### src/hw/rtl/ecc_pkg.sv
`timescale 1ns / 1ps
// ----------------------------------------------------------------------------
// ecc_pkg
// Shared widths, codes, reset values and types of the elevator car controller.
// ----------------------------------------------------------------------------
package ecc_pkg;

	localparam int MAX_RIDERS = 16;
	localparam int NUM_FLOORS = 64;

	localparam int IDX_W   = (MAX_RIDERS > 1) ? $clog2(MAX_RIDERS) : 1;
	localparam int CNT_W   = 5;
	localparam int FLOOR_W = 6;
	localparam int MODE_W  = 2;
	localparam int REQ_W   = 3;
	localparam int DELTA_W = 16;
	localparam int TIMER_W = 24;
	localparam int CAP_W   = 5;
	localparam int MS16_W  = 16;
	localparam int CFG_IDX_W  = 2;
	localparam int CFG_DATA_W = 24;

	localparam logic [CNT_W-1:0]   RIDERS_MAX = CNT_W'(MAX_RIDERS);
	localparam logic [FLOOR_W-1:0] TOP_FLOOR  = FLOOR_W'(NUM_FLOORS - 1);
	localparam logic [FLOOR_W-1:0] HOME_FLOOR = FLOOR_W'(1);
	localparam logic [TIMER_W-1:0] TIMER_MAX  = {TIMER_W{1'b1}};

	localparam logic [MODE_W-1:0] MODE_IDLE    = 2'd0;
	localparam logic [MODE_W-1:0] MODE_UP      = 2'd1;
	localparam logic [MODE_W-1:0] MODE_DOWN    = 2'd2;
	localparam logic [MODE_W-1:0] MODE_STOPPED = 2'd3;

	localparam logic [REQ_W-1:0] REQ_TICK   = 3'd0;
	localparam logic [REQ_W-1:0] REQ_ADD    = 3'd1;
	localparam logic [REQ_W-1:0] REQ_REMOVE = 3'd2;
	localparam logic [REQ_W-1:0] REQ_MODE   = 3'd3;
	localparam logic [REQ_W-1:0] REQ_RESET  = 3'd4;

	localparam logic [CFG_IDX_W-1:0] CFG_CAPACITY    = 2'd0;
	localparam logic [CFG_IDX_W-1:0] CFG_FLOOR_TRAVEL = 2'd1;
	localparam logic [CFG_IDX_W-1:0] CFG_MAX_IDLE    = 2'd2;
	localparam logic [CFG_IDX_W-1:0] CFG_DWELL       = 2'd3;

	localparam logic [CAP_W-1:0]   CAPACITY_RST    = 5'd8;
	localparam logic [MS16_W-1:0]  FLOOR_TRAVEL_RST = 16'd1000;
	localparam logic [TIMER_W-1:0] MAX_IDLE_RST    = 24'd10000;
	localparam logic [MS16_W-1:0]  DWELL_RST       = 16'd2000;

	typedef struct packed {
		logic [CAP_W-1:0]   capacity;
		logic [MS16_W-1:0]  floor_travel_ms;
		logic [TIMER_W-1:0] max_idle_ms;
		logic [MS16_W-1:0]  dwell_ms;
	} ecc_cfg_t;

endpackage

### src/hw/rtl/ecc_ifs.sv
`timescale 1ns / 1ps
// ----------------------------------------------------------------------------
// ecc_ifs
// Valid/ready channels of the elevator car controller: requests, results and
// register writes.
// ----------------------------------------------------------------------------
interface ecc_req_if;
	logic                         valid;
	logic                         ready;
	logic [ecc_pkg::REQ_W-1:0]    req_type;
	logic [ecc_pkg::DELTA_W-1:0]  delta_ms;
	logic [ecc_pkg::FLOOR_W-1:0]  target_floor;
	logic [ecc_pkg::MODE_W-1:0]   new_mode;

	modport source (output valid, req_type, delta_ms, target_floor, new_mode, input ready);
	modport sink (input valid, req_type, delta_ms, target_floor, new_mode, output ready);
endinterface

interface ecc_rsp_if;
	logic                         valid;
	logic                         ready;
	logic                         added;
	logic [ecc_pkg::FLOOR_W-1:0]  floor_now;
	logic [ecc_pkg::CNT_W-1:0]    load;
	logic [ecc_pkg::MODE_W-1:0]   mode_now;

	modport source (output valid, added, floor_now, load, mode_now, input ready);
	modport sink (input valid, added, floor_now, load, mode_now, output ready);
endinterface

interface ecc_cfg_if;
	logic                           valid;
	logic                           ready;
	logic [ecc_pkg::CFG_IDX_W-1:0]  index;
	logic [ecc_pkg::CFG_DATA_W-1:0] data;

	modport source (output valid, index, data, input ready);
	modport sink (input valid, index, data, output ready);
endinterface

### src/hw/rtl/elevator_car_controller.sv
`timescale 1ns / 1ps
// ----------------------------------------------------------------------------
// elevator_car_controller
// Single elevator car: floor, mode, travel and idle/dwell timers, and an
// ordered rider target list held in a 16-entry RAM.
// ----------------------------------------------------------------------------
// Each request gives exactly one result beat. Requests are taken one at a time;
// a request can be accepted while the previous result still waits in the
// output register. An accepted request passes from the idle state through
// the execute state to the done state; a stopped car that resumes with riders
// aboard passes the first-target state on the way, since it reads the first
// target from the rider RAM. A remove request, or a tick on which a moving car
// completes its floor travel time, goes through the scan state instead, which
// walks the rider list through the RAM's single read port, one entry per cycle.
// The done state loads the result register only once the previous result has
// been taken, and the next request can be accepted after that. The rider RAM
// needs no clearing pass: only entries below the load are read.
// Register writes are always accepted and take effect on the next cycle.
module elevator_car_controller (
	input  logic       clk,
	input  logic       arst_n,
	ecc_req_if.sink    req,
	ecc_rsp_if.source  rsp,
	ecc_cfg_if.sink    cfg
);

	ecc_pkg::ecc_cfg_t                 regs;
	logic                              ram_we;
	logic [ecc_pkg::IDX_W-1:0]         ram_waddr;
	logic [ecc_pkg::FLOOR_W-1:0]       ram_wdata;
	logic [ecc_pkg::IDX_W-1:0]         ram_raddr;
	logic [ecc_pkg::FLOOR_W-1:0]       ram_rdata;

	ecc_cfg_regs u_cfg_regs (
		.clk    (clk),
		.arst_n (arst_n),
		.cfg    (cfg),
		.regs   (regs)
	);

	ecc_ctrl u_ctrl (
		.clk       (clk),
		.arst_n    (arst_n),
		.regs      (regs),
		.req       (req),
		.rsp       (rsp),
		.ram_we    (ram_we),
		.ram_waddr (ram_waddr),
		.ram_wdata (ram_wdata),
		.ram_raddr (ram_raddr),
		.ram_rdata (ram_rdata)
	);

	ecc_ram #(
		.WIDTH (ecc_pkg::FLOOR_W),
		.DEPTH (ecc_pkg::MAX_RIDERS)
	) u_rider_ram (
		.clk   (clk),
		.we    (ram_we),
		.waddr (ram_waddr),
		.wdata (ram_wdata),
		.raddr (ram_raddr),
		.rdata (ram_rdata)
	);

endmodule

### src/hw/rtl/ecc_ram.sv
`timescale 1ns / 1ps
// ----------------------------------------------------------------------------
// ecc_ram
// Generic simple dual-port RAM: one write port, one read port, registered read.
// ----------------------------------------------------------------------------
module ecc_ram #(
	parameter int WIDTH = 8,
	parameter int DEPTH = 16
) (
	input  logic                              clk,
	input  logic                              we,
	input  logic [$clog2(DEPTH)-1:0]          waddr,
	input  logic [WIDTH-1:0]                  wdata,
	input  logic [$clog2(DEPTH)-1:0]          raddr,
	output logic [WIDTH-1:0]                  rdata
);

	logic [WIDTH-1:0] mem [DEPTH];

	always_ff @(posedge clk) begin
		if (we) begin
			mem[waddr] <= wdata;
		end
		rdata <= mem[raddr];
	end

endmodule

### src/hw/rtl/ecc_cfg_regs.sv
`timescale 1ns / 1ps
// ----------------------------------------------------------------------------
// ecc_cfg_regs
// Configuration register file; always ready, one register per write beat.
// ----------------------------------------------------------------------------
module ecc_cfg_regs (
	input  logic              clk,
	input  logic              arst_n,
	ecc_cfg_if.sink           cfg,
	output ecc_pkg::ecc_cfg_t regs
);

	ecc_pkg::ecc_cfg_t regs_q;

	assign cfg.ready = 1'b1;
	assign regs      = regs_q;

	always_ff @(posedge clk or negedge arst_n) begin
		if (!arst_n) begin
			regs_q.capacity        <= ecc_pkg::CAPACITY_RST;
			regs_q.floor_travel_ms <= ecc_pkg::FLOOR_TRAVEL_RST;
			regs_q.max_idle_ms     <= ecc_pkg::MAX_IDLE_RST;
			regs_q.dwell_ms        <= ecc_pkg::DWELL_RST;
		end else if (cfg.valid) begin
			case (cfg.index)
				ecc_pkg::CFG_CAPACITY: begin
					regs_q.capacity <= cfg.data[ecc_pkg::CAP_W-1:0];
				end
				ecc_pkg::CFG_FLOOR_TRAVEL: begin
					regs_q.floor_travel_ms <= cfg.data[ecc_pkg::MS16_W-1:0];
				end
				ecc_pkg::CFG_MAX_IDLE: begin
					regs_q.max_idle_ms <= cfg.data[ecc_pkg::TIMER_W-1:0];
				end
				ecc_pkg::CFG_DWELL: begin
					regs_q.dwell_ms <= cfg.data[ecc_pkg::MS16_W-1:0];
				end
				default: begin
				end
			endcase
		end
	end

endmodule

### src/hw/rtl/ecc_ctrl.sv
`timescale 1ns / 1ps
// ----------------------------------------------------------------------------
// ecc_ctrl
// Car sequencer: timers, floor and mode, and read-modify-write walks over the
// rider target memory.
// ----------------------------------------------------------------------------
module ecc_ctrl (
	input  logic                           clk,
	input  logic                           arst_n,
	input  ecc_pkg::ecc_cfg_t              regs,
	ecc_req_if.sink                        req,
	ecc_rsp_if.source                      rsp,
	output logic                           ram_we,
	output logic [ecc_pkg::IDX_W-1:0]      ram_waddr,
	output logic [ecc_pkg::FLOOR_W-1:0]    ram_wdata,
	output logic [ecc_pkg::IDX_W-1:0]      ram_raddr,
	input  logic [ecc_pkg::FLOOR_W-1:0]    ram_rdata
);

	localparam logic [2:0] ST_IDLE  = 3'd0;
	localparam logic [2:0] ST_EXEC  = 3'd1;
	localparam logic [2:0] ST_SCAN  = 3'd2;
	localparam logic [2:0] ST_FIRST = 3'd3;
	localparam logic [2:0] ST_DONE  = 3'd4;

	logic [2:0]                     state_q;
	logic [ecc_pkg::REQ_W-1:0]      req_type_q;
	logic [ecc_pkg::DELTA_W-1:0]    delta_q;
	logic [ecc_pkg::FLOOR_W-1:0]    tgt_q;
	logic [ecc_pkg::MODE_W-1:0]     new_mode_q;

	logic [ecc_pkg::FLOOR_W-1:0]    floor_q;
	logic [ecc_pkg::MODE_W-1:0]     mode_q;
	logic [ecc_pkg::TIMER_W-1:0]    travel_q;
	logic [ecc_pkg::TIMER_W-1:0]    idle_q;
	logic [ecc_pkg::CNT_W-1:0]      count_q;
	logic                           added_q;

	logic [ecc_pkg::CNT_W-1:0]      rd_q;
	logic [ecc_pkg::CNT_W-1:0]      wr_q;
	logic                           pend_s1;
	logic                           stop_on_hit_q;
	logic [ecc_pkg::FLOOR_W-1:0]    scan_floor_q;

	logic                           out_valid_q;
	logic                           out_added_q;
	logic [ecc_pkg::FLOOR_W-1:0]    out_floor_q;
	logic [ecc_pkg::CNT_W-1:0]      out_load_q;
	logic [ecc_pkg::MODE_W-1:0]     out_mode_q;

	logic [ecc_pkg::TIMER_W:0]      travel_sum;
	logic [ecc_pkg::TIMER_W:0]      idle_sum;
	logic [ecc_pkg::TIMER_W-1:0]    travel_sat;
	logic [ecc_pkg::TIMER_W-1:0]    idle_sat;
	logic [ecc_pkg::FLOOR_W-1:0]    next_floor;
	logic                           add_ok;
	logic                           moving;
	logic                           arrive;
	logic                           keep;
	logic                           scan_issue;
	logic                           out_free;

	assign req.ready = (state_q == ST_IDLE);
	assign rsp.valid     = out_valid_q;
	assign rsp.added     = out_added_q;
	assign rsp.floor_now = out_floor_q;
	assign rsp.load      = out_load_q;
	assign rsp.mode_now  = out_mode_q;

	// saturating timer adds
	assign travel_sum = {1'b0, travel_q} + {{(ecc_pkg::TIMER_W + 1 - ecc_pkg::DELTA_W){1'b0}}, delta_q};
	assign idle_sum   = {1'b0, idle_q} + {{(ecc_pkg::TIMER_W + 1 - ecc_pkg::DELTA_W){1'b0}}, delta_q};
	assign travel_sat = travel_sum[ecc_pkg::TIMER_W] ? ecc_pkg::TIMER_MAX
		: travel_sum[ecc_pkg::TIMER_W-1:0];
	assign idle_sat   = idle_sum[ecc_pkg::TIMER_W] ? ecc_pkg::TIMER_MAX
		: idle_sum[ecc_pkg::TIMER_W-1:0];

	assign moving = (mode_q == ecc_pkg::MODE_UP) || (mode_q == ecc_pkg::MODE_DOWN);
	assign arrive = travel_sat >= {{(ecc_pkg::TIMER_W - ecc_pkg::MS16_W){1'b0}},
		regs.floor_travel_ms};
	assign add_ok = (count_q < regs.capacity) && (count_q < ecc_pkg::RIDERS_MAX);

	always_comb begin
		next_floor = floor_q;
		if (mode_q == ecc_pkg::MODE_UP) begin
			if (floor_q != ecc_pkg::TOP_FLOOR) begin
				next_floor = floor_q + 1'b1;
			end
		end else if (floor_q != '0) begin
			next_floor = floor_q - 1'b1;
		end
	end

	// compaction walk: read entry rd_q, in the next cycle keep it at wr_q or drop it
	assign keep       = pend_s1 && (ram_rdata != scan_floor_q);
	assign scan_issue = rd_q < count_q;
	assign out_free   = !out_valid_q || rsp.ready;

	always_comb begin
		ram_we    = 1'b0;
		ram_waddr = count_q[ecc_pkg::IDX_W-1:0];
		ram_wdata = tgt_q;
		ram_raddr = '0;
		case (state_q)
			ST_EXEC: begin
				ram_we = (req_type_q == ecc_pkg::REQ_ADD) && add_ok;
			end
			ST_SCAN: begin
				ram_raddr = rd_q[ecc_pkg::IDX_W-1:0];
				ram_we    = keep;
				ram_waddr = wr_q[ecc_pkg::IDX_W-1:0];
				ram_wdata = ram_rdata;
			end
			default: begin
			end
		endcase
	end

	always_ff @(posedge clk) begin
		if (req.valid && req.ready) begin
			req_type_q <= req.req_type;
			delta_q    <= req.delta_ms;
			tgt_q      <= req.target_floor;
			new_mode_q <= req.new_mode;
		end
		if (state_q == ST_EXEC) begin
			scan_floor_q <= (req_type_q == ecc_pkg::REQ_REMOVE) ? tgt_q : next_floor;
		end
		if (state_q == ST_DONE && out_free) begin
			out_added_q <= added_q;
			out_floor_q <= floor_q;
			out_load_q  <= count_q;
			out_mode_q  <= mode_q;
		end
	end

	always_ff @(posedge clk or negedge arst_n) begin
		if (!arst_n) begin
			state_q       <= ST_IDLE;
			floor_q       <= ecc_pkg::HOME_FLOOR;
			mode_q        <= ecc_pkg::MODE_IDLE;
			travel_q      <= '0;
			idle_q        <= '0;
			count_q       <= '0;
			added_q       <= 1'b0;
			rd_q          <= '0;
			wr_q          <= '0;
			pend_s1       <= 1'b0;
			stop_on_hit_q <= 1'b0;
			out_valid_q   <= 1'b0;
		end else begin
			if (out_valid_q && rsp.ready) begin
				out_valid_q <= 1'b0;
			end
			case (state_q)
				ST_IDLE: begin
					if (req.valid) begin
						added_q <= 1'b0;
						state_q <= ST_EXEC;
					end
				end
				ST_EXEC: begin
					state_q       <= ST_DONE;
					rd_q          <= '0;
					wr_q          <= '0;
					pend_s1       <= 1'b0;
					stop_on_hit_q <= 1'b0;
					case (req_type_q)
						ecc_pkg::REQ_TICK: begin
							if (moving) begin
								if (arrive) begin
									floor_q       <= next_floor;
									travel_q      <= '0;
									stop_on_hit_q <= 1'b1;
									state_q       <= ST_SCAN;
								end else begin
									travel_q <= travel_sat;
								end
							end else if (mode_q == ecc_pkg::MODE_IDLE) begin
								if (idle_sat >= regs.max_idle_ms
										&& floor_q != ecc_pkg::HOME_FLOOR) begin
									mode_q <= ecc_pkg::MODE_DOWN;
									idle_q <= '0;
								end else begin
									idle_q <= idle_sat;
								end
							end else begin
								if (idle_sat >= {{(ecc_pkg::TIMER_W - ecc_pkg::MS16_W){1'b0}},
										regs.dwell_ms}) begin
									idle_q <= '0;
									if (count_q != '0) begin
										// entry 0 read is in flight this cycle
										state_q <= ST_FIRST;
									end else begin
										mode_q <= ecc_pkg::MODE_IDLE;
									end
								end else begin
									idle_q <= idle_sat;
								end
							end
						end
						ecc_pkg::REQ_ADD: begin
							if (add_ok) begin
								count_q <= count_q + 1'b1;
								added_q <= 1'b1;
							end
						end
						ecc_pkg::REQ_REMOVE: begin
							state_q <= ST_SCAN;
						end
						ecc_pkg::REQ_MODE: begin
							mode_q <= new_mode_q;
							if (new_mode_q != ecc_pkg::MODE_IDLE) begin
								idle_q <= '0;
							end
						end
						ecc_pkg::REQ_RESET: begin
							floor_q <= ecc_pkg::HOME_FLOOR;
							count_q <= '0;
							mode_q  <= ecc_pkg::MODE_IDLE;
							idle_q  <= '0;
						end
						default: begin
						end
					endcase
				end
				ST_SCAN: begin
					if (keep) begin
						wr_q <= wr_q + 1'b1;
					end
					pend_s1 <= scan_issue;
					if (scan_issue) begin
						rd_q <= rd_q + 1'b1;
					end
					if (!scan_issue && !pend_s1) begin
						count_q <= wr_q;
						if (stop_on_hit_q && wr_q != count_q) begin
							mode_q <= ecc_pkg::MODE_STOPPED;
						end
						state_q <= ST_DONE;
					end
				end
				ST_FIRST: begin
					mode_q  <= (ram_rdata > floor_q) ? ecc_pkg::MODE_UP : ecc_pkg::MODE_DOWN;
					state_q <= ST_DONE;
				end
				ST_DONE: begin
					if (out_free) begin
						out_valid_q <= 1'b1;
						state_q     <= ST_IDLE;
					end
				end
				default: begin
					state_q <= ST_IDLE;
				end
			endcase
		end
	end

endmodule

### src/flat_wrapper.sv
// flat-port wrapper written by rule: the top's interface ports become plain ports
module elevator_car_controller_flat 
  (clk, arst_n, req_valid, req_req_type, req_delta_ms, req_target_floor, req_new_mode, req_ready, rsp_valid, rsp_added, rsp_floor_now, rsp_load, rsp_mode_now, rsp_ready, cfg_valid, cfg_index, cfg_data, cfg_ready);
  ecc_req_if req_i ();
  ecc_rsp_if rsp_i ();
  ecc_cfg_if cfg_i ();
  input  logic clk;
  input  logic arst_n;
  input wire logic [$bits(req_i.valid)-1:0] req_valid;
  input wire logic [$bits(req_i.req_type)-1:0] req_req_type;
  input wire logic [$bits(req_i.delta_ms)-1:0] req_delta_ms;
  input wire logic [$bits(req_i.target_floor)-1:0] req_target_floor;
  input wire logic [$bits(req_i.new_mode)-1:0] req_new_mode;
  output wire logic [$bits(req_i.ready)-1:0] req_ready;
  output wire logic [$bits(rsp_i.valid)-1:0] rsp_valid;
  output wire logic [$bits(rsp_i.added)-1:0] rsp_added;
  output wire logic [$bits(rsp_i.floor_now)-1:0] rsp_floor_now;
  output wire logic [$bits(rsp_i.load)-1:0] rsp_load;
  output wire logic [$bits(rsp_i.mode_now)-1:0] rsp_mode_now;
  input wire logic [$bits(rsp_i.ready)-1:0] rsp_ready;
  input wire logic [$bits(cfg_i.valid)-1:0] cfg_valid;
  input wire logic [$bits(cfg_i.index)-1:0] cfg_index;
  input wire logic [$bits(cfg_i.data)-1:0] cfg_data;
  output wire logic [$bits(cfg_i.ready)-1:0] cfg_ready;
  assign req_i.valid = req_valid;
  assign req_i.req_type = req_req_type;
  assign req_i.delta_ms = req_delta_ms;
  assign req_i.target_floor = req_target_floor;
  assign req_i.new_mode = req_new_mode;
  assign req_ready = req_i.ready;
  assign rsp_valid = rsp_i.valid;
  assign rsp_added = rsp_i.added;
  assign rsp_floor_now = rsp_i.floor_now;
  assign rsp_load = rsp_i.load;
  assign rsp_mode_now = rsp_i.mode_now;
  assign rsp_i.ready = rsp_ready;
  assign cfg_i.valid = cfg_valid;
  assign cfg_i.index = cfg_index;
  assign cfg_i.data = cfg_data;
  assign cfg_ready = cfg_i.ready;
  elevator_car_controller u_core (.clk(clk), .arst_n(arst_n), .req(req_i), .rsp(rsp_i), .cfg(cfg_i));
endmodule
### config.mk
export PLATFORM = sky130hd
export DESIGN_NAME = elevator_car_controller_flat
export DESIGN_NICKNAME = d
export VERILOG_FILES = /design/src/hw/rtl/ecc_pkg.sv /design/src/hw/rtl/ecc_ifs.sv /design/src/hw/rtl/elevator_car_controller.sv /design/src/hw/rtl/ecc_ram.sv /design/src/hw/rtl/ecc_cfg_regs.sv /design/src/hw/rtl/ecc_ctrl.sv /design/src/flat_wrapper.sv
export SDC_FILE = /design/constraint.sdc
export NUM_CORES = 1
export LEC_CHECK = 0
export BUFFER_PORTS_ARGS = -buffer_cell sky130_fd_sc_hd__buf_2
export CAP_MARGIN = 5
export CORE_MARGIN = 4
export CORE_UTILIZATION = 50
export CTS_CLUSTER_SIZE = 14
export DETAILED_ROUTE_END_ITERATION = 7
export PLACE_DENSITY = 0.77
export SLEW_MARGIN = 20
export SYNTH_ARGS = -nofsm -noshare
export SYNTH_HDL_FRONTEND = slang
export SYNTH_HIERARCHICAL = 1
export SYNTH_SLANG_ARGS = --single-unit
### constraint.sdc
create_clock -name clk -period 14.15 [get_ports clk]
set_clock_uncertainty 0.1 [all_clocks]
set_input_delay 2.83 -clock clk [delete_from_list [all_inputs] [get_ports clk]]
set_output_delay 2.83 -clock clk [all_outputs]
set_load 0.01 [all_outputs]
==> results.yml <==
timing:
  rsz0062_at_grt: "false"
  tns_ns: 0
  slew_headroom: 0.2347
  setup_violations: 0
  worstMarginPinSlew_ns: 1.139
  hold_violations: 0
  period_needed_ns: 6.421
  fmax_mhz: 155.7
  fin_hold_ws_ns: 0.3581
  slew_violations: 0
  final.period_utilization: 0.4538
synthesis:
  yosys-top-cells-count: "nand2_1, edfxtp_1, dfrtp_1, ha_1, inv_1"
  synthesis.nets: 1550
  synth_cells: 1378
  synth_top_area_cell: "edfxtp_1"
  synth_ff_type: "edfxtp_1"
  synth_area_mm2: 0.01586
  synth_top_area_frac: 0.2708
  synth_area_leaders: "edfxtp_1, dfrtp_1, ha_1"
  async_reset_ff_frac: 0.4826
  yosysSeqAreaShare: 0.4993
  syn_avg_cell_area_um2: 11.51
  synth_edf_count: 143
  yosys.cell_types.count: 85
  post-synth-top-count-cell: "nand2_1"
  ys_ff_latch: 288
  yosys_warnings: 6
floorplan:
  io_pins: 75
  dieArea_mm2: 0.03463
  core-area_mm2: 0.03091
  die_width_um: 186.1
  die_y_um: 186.1
  placementRows: 64
  initial_core_util: 0.5130
placement:
  dp_hpwl_um: 27040
  place.gp.congestion: 0.9711
  port_buffers: 73
power_and_ir_drop:
  vdd_drop_max_uv: 118.6
  leakage_nw: 7.511
  power.density_mw_per_mm2: 182.0
cts:
  cts-htree-levels: 1
  cts_setup_buffers: 0
  cts_tree: "done"
  clkSinkCount: 288
  clk_latency_ns: 0.59
  clkTransAtPathRegs_ns: 0.06
  post_cts_resized: 0
  clockBufferDepth: 3
  clockRootBuffer: "clkbuf_16"
  cts_hold_buf: 0
  numCtsBuffers: 31
worst_setup_path:
  cp.required_ns: 14.52
  worst_setup_path_end_kind: "flop"
  critical_path_arrival_ns: 6.79
  reg2reg_slack_ns: 7.73
  start_kind: "flop"
  path_class: "reg -> reg"
  crit_path_max_fanout: 18
routing:
  drc: 0
  first_pass_iters: 6
  m1WireLength_um: 16450
  routed.top_layer: "met4"
  dr_wl_met2_um: 17450
  wl_met3_um: 3027
  dr_total_vias: 11250
  wl_per_cell_um: 20.58
  ant_nets: 0
  via_per_inst: 6.038
  initialDrtViolationCount: 972
  wl_um: 38340
final_layout:
  nets: 1614
  drive_gt1_frac: 0.1793
  fillCellCount: 2482
  area_growth_pct: 10.38
  post-route-util: 0.5663
  antenna-diode-count: 0
outcome:
  status: "finished clean"
global_routing:
  grt_use_total: 0.2217
  grt_antenna_before_repair: 0
  grt_pass1_wl_um: 60600
  grt_pass1_vias: 11150
  grt_overflow: 0
  grt_max_degree: 76
worst_hold_path:
  hold_class: "reg -> reg"
job:
  drv_cap: 0
[flip-flops by register name (all words and copies together) (netlist names), 2 cells and up]
| signal | flops |
|---|---|
| u_core/u_ctrl/mode_q | 2 |
| u_core/u_ctrl/idle_q | 24 |
| u_core/u_ctrl/state_q | 3 |
| u_core/u_ctrl/travel_q | 24 |
| u_core/u_ctrl/floor_q | 6 |
| u_core/u_ctrl/rsp.floor_now | 6 |
| u_core/u_ctrl/req_type_q | 3 |
| u_core/u_ctrl/rsp.mode_now | 2 |
| u_core/u_ctrl/wr_q | 5 |
| u_core/u_rider_ram/rdata | 6 |
| u_core/u_rider_ram/mem | 96 |
| u_core/u_ctrl/rd_q | 5 |
| u_core/u_ctrl/tgt_q | 6 |
| u_core/u_cfg_regs/regs | 61 |
| u_core/u_ctrl/scan_floor_q | 6 |
| u_core/u_ctrl/count_q | 5 |
| u_core/u_ctrl/new_mode_q | 2 |
| u_core/u_ctrl/rsp.load | 5 |
| u_core/u_ctrl/delta_q | 16 |
[worst max-delay path, cell delays in order (launching register included)]
cell,delay [ns]
edfxtp_1,0.41
ha_1,0.27
fa_1,0.45
nand3_1,0.12
a21oi_1,0.13
o311a_1,0.42
a41o_1,0.29
nor2b_4,0.14
and3_1,0.35
or2_2,0.39
ha_1,0.31
and4_1,0.23
and3_1,0.20
a221oi_1,0.28
nand2_1,0.10
a31oi_1,0.18
o211ai_1,0.10
or4b_1,0.50
or3_1,0.67
a311o_1,0.48
o22a_1,0.20
[per-stage QoR]
step	power, mW	cell area (um^2)	cells	setup WS [ns]
after floorplan	2.037	15860	1378	8.576
after global placement	2.349	16530	1805	7.913
after detailed placement	2.392	16530	1805	7.827
after CTS	3.183	17490	1863	7.767
after global routing	3.397	17500	1863	7.381
final	3.186	17500	1863	7.729
[cell usage in the layout (no fill, tap or decap), drive strengths merged, types with 17 or more instances in the layout]
master	n
a21o	19
a21oi	70
a32o	21
and2	17
buf	82
clkbuf	36
dfrtp	120
dfstp	19
edfxtp	143
ha	112
inv	88
mux2	70
mux4	24
nand2	149
nand2b	17
nand3	36
nand4	21
nor2	66
nor3	27
o21ai	84
xnor2	30
xor2	19
[final timing paths]
| path | start | end | depth (start not counted) |
|---|---|---|---|
| setup / recovery | u_core/u_ctrl/delta_q[0] | u_core/u_ctrl/state_q[1] | 20 |
| hold / removal | u_core/u_ctrl/added_q | u_core/u_ctrl/rsp.added | 0 |
| setup reg to reg | u_core/u_ctrl/delta_q[0] | u_core/u_ctrl/state_q[1] | 20 |
| hold reg to reg | u_core/u_ctrl/added_q | u_core/u_ctrl/rsp.added | 0 |
| max in group asynchronous | arst_n | u_core/u_ctrl/rd_q[3] | 2 |
| min in group asynchronous | arst_n | u_core/u_cfg_regs/regs[54] | 1 |
[per-layer routing]
| metal | global-route usage | vias to the layer above |
|---|---|---|
| met5 | 0 | - |
| met4 | 0.07899 | 0 |
| met3 | 0.04456 | 87 |
| met2 | 0.3473 | 495 |
| met1 | 0.3094 | 5476 |
| li1 | - | 5191 |
[logic make-up (layout without fill, tap and decap cells)]
group / count (synthesis) / after routing / share of synthesized area
multiplexers: 99 / 99 / 0.09927
AND/OR/NAND/NOR: 407 / 407 / 0.1274
AO/OA/AOI/OAI: 282 / 282 / 0.1180
XOR/XNOR: 49 / 49 / 0.02707
buffers and inverters: 138 / 227 / 0.03780
adder cells (fa/ha/maj): 114 / 114 / 0.09090
flip-flops: 288 / 288 / 0.4993
other: 1 / 1 / 0.0002365
[report_power, final]
part	switching [mW]	leakage, nW	internal, mW
registers	0.115	3.11	1.05
logic	0.760	3.94	0.499
clock network	0.344	0.458	0.423
total	1.22	7.51	1.97
[area by class of cell]
cell class	count	area, um^2	area share
sequential	288	7916	0.4523
multi-input combinational	952	7368	0.4210
inverter	87	326.6	0.01866
tap	396	495.5	0.02831
timing repair buffer	82	439.2	0.02509
clock buffer	36	794.5	0.04539
clock inverter	22	162.7	0.009293
No activity file was read; power rests on OpenSTA's default activity.
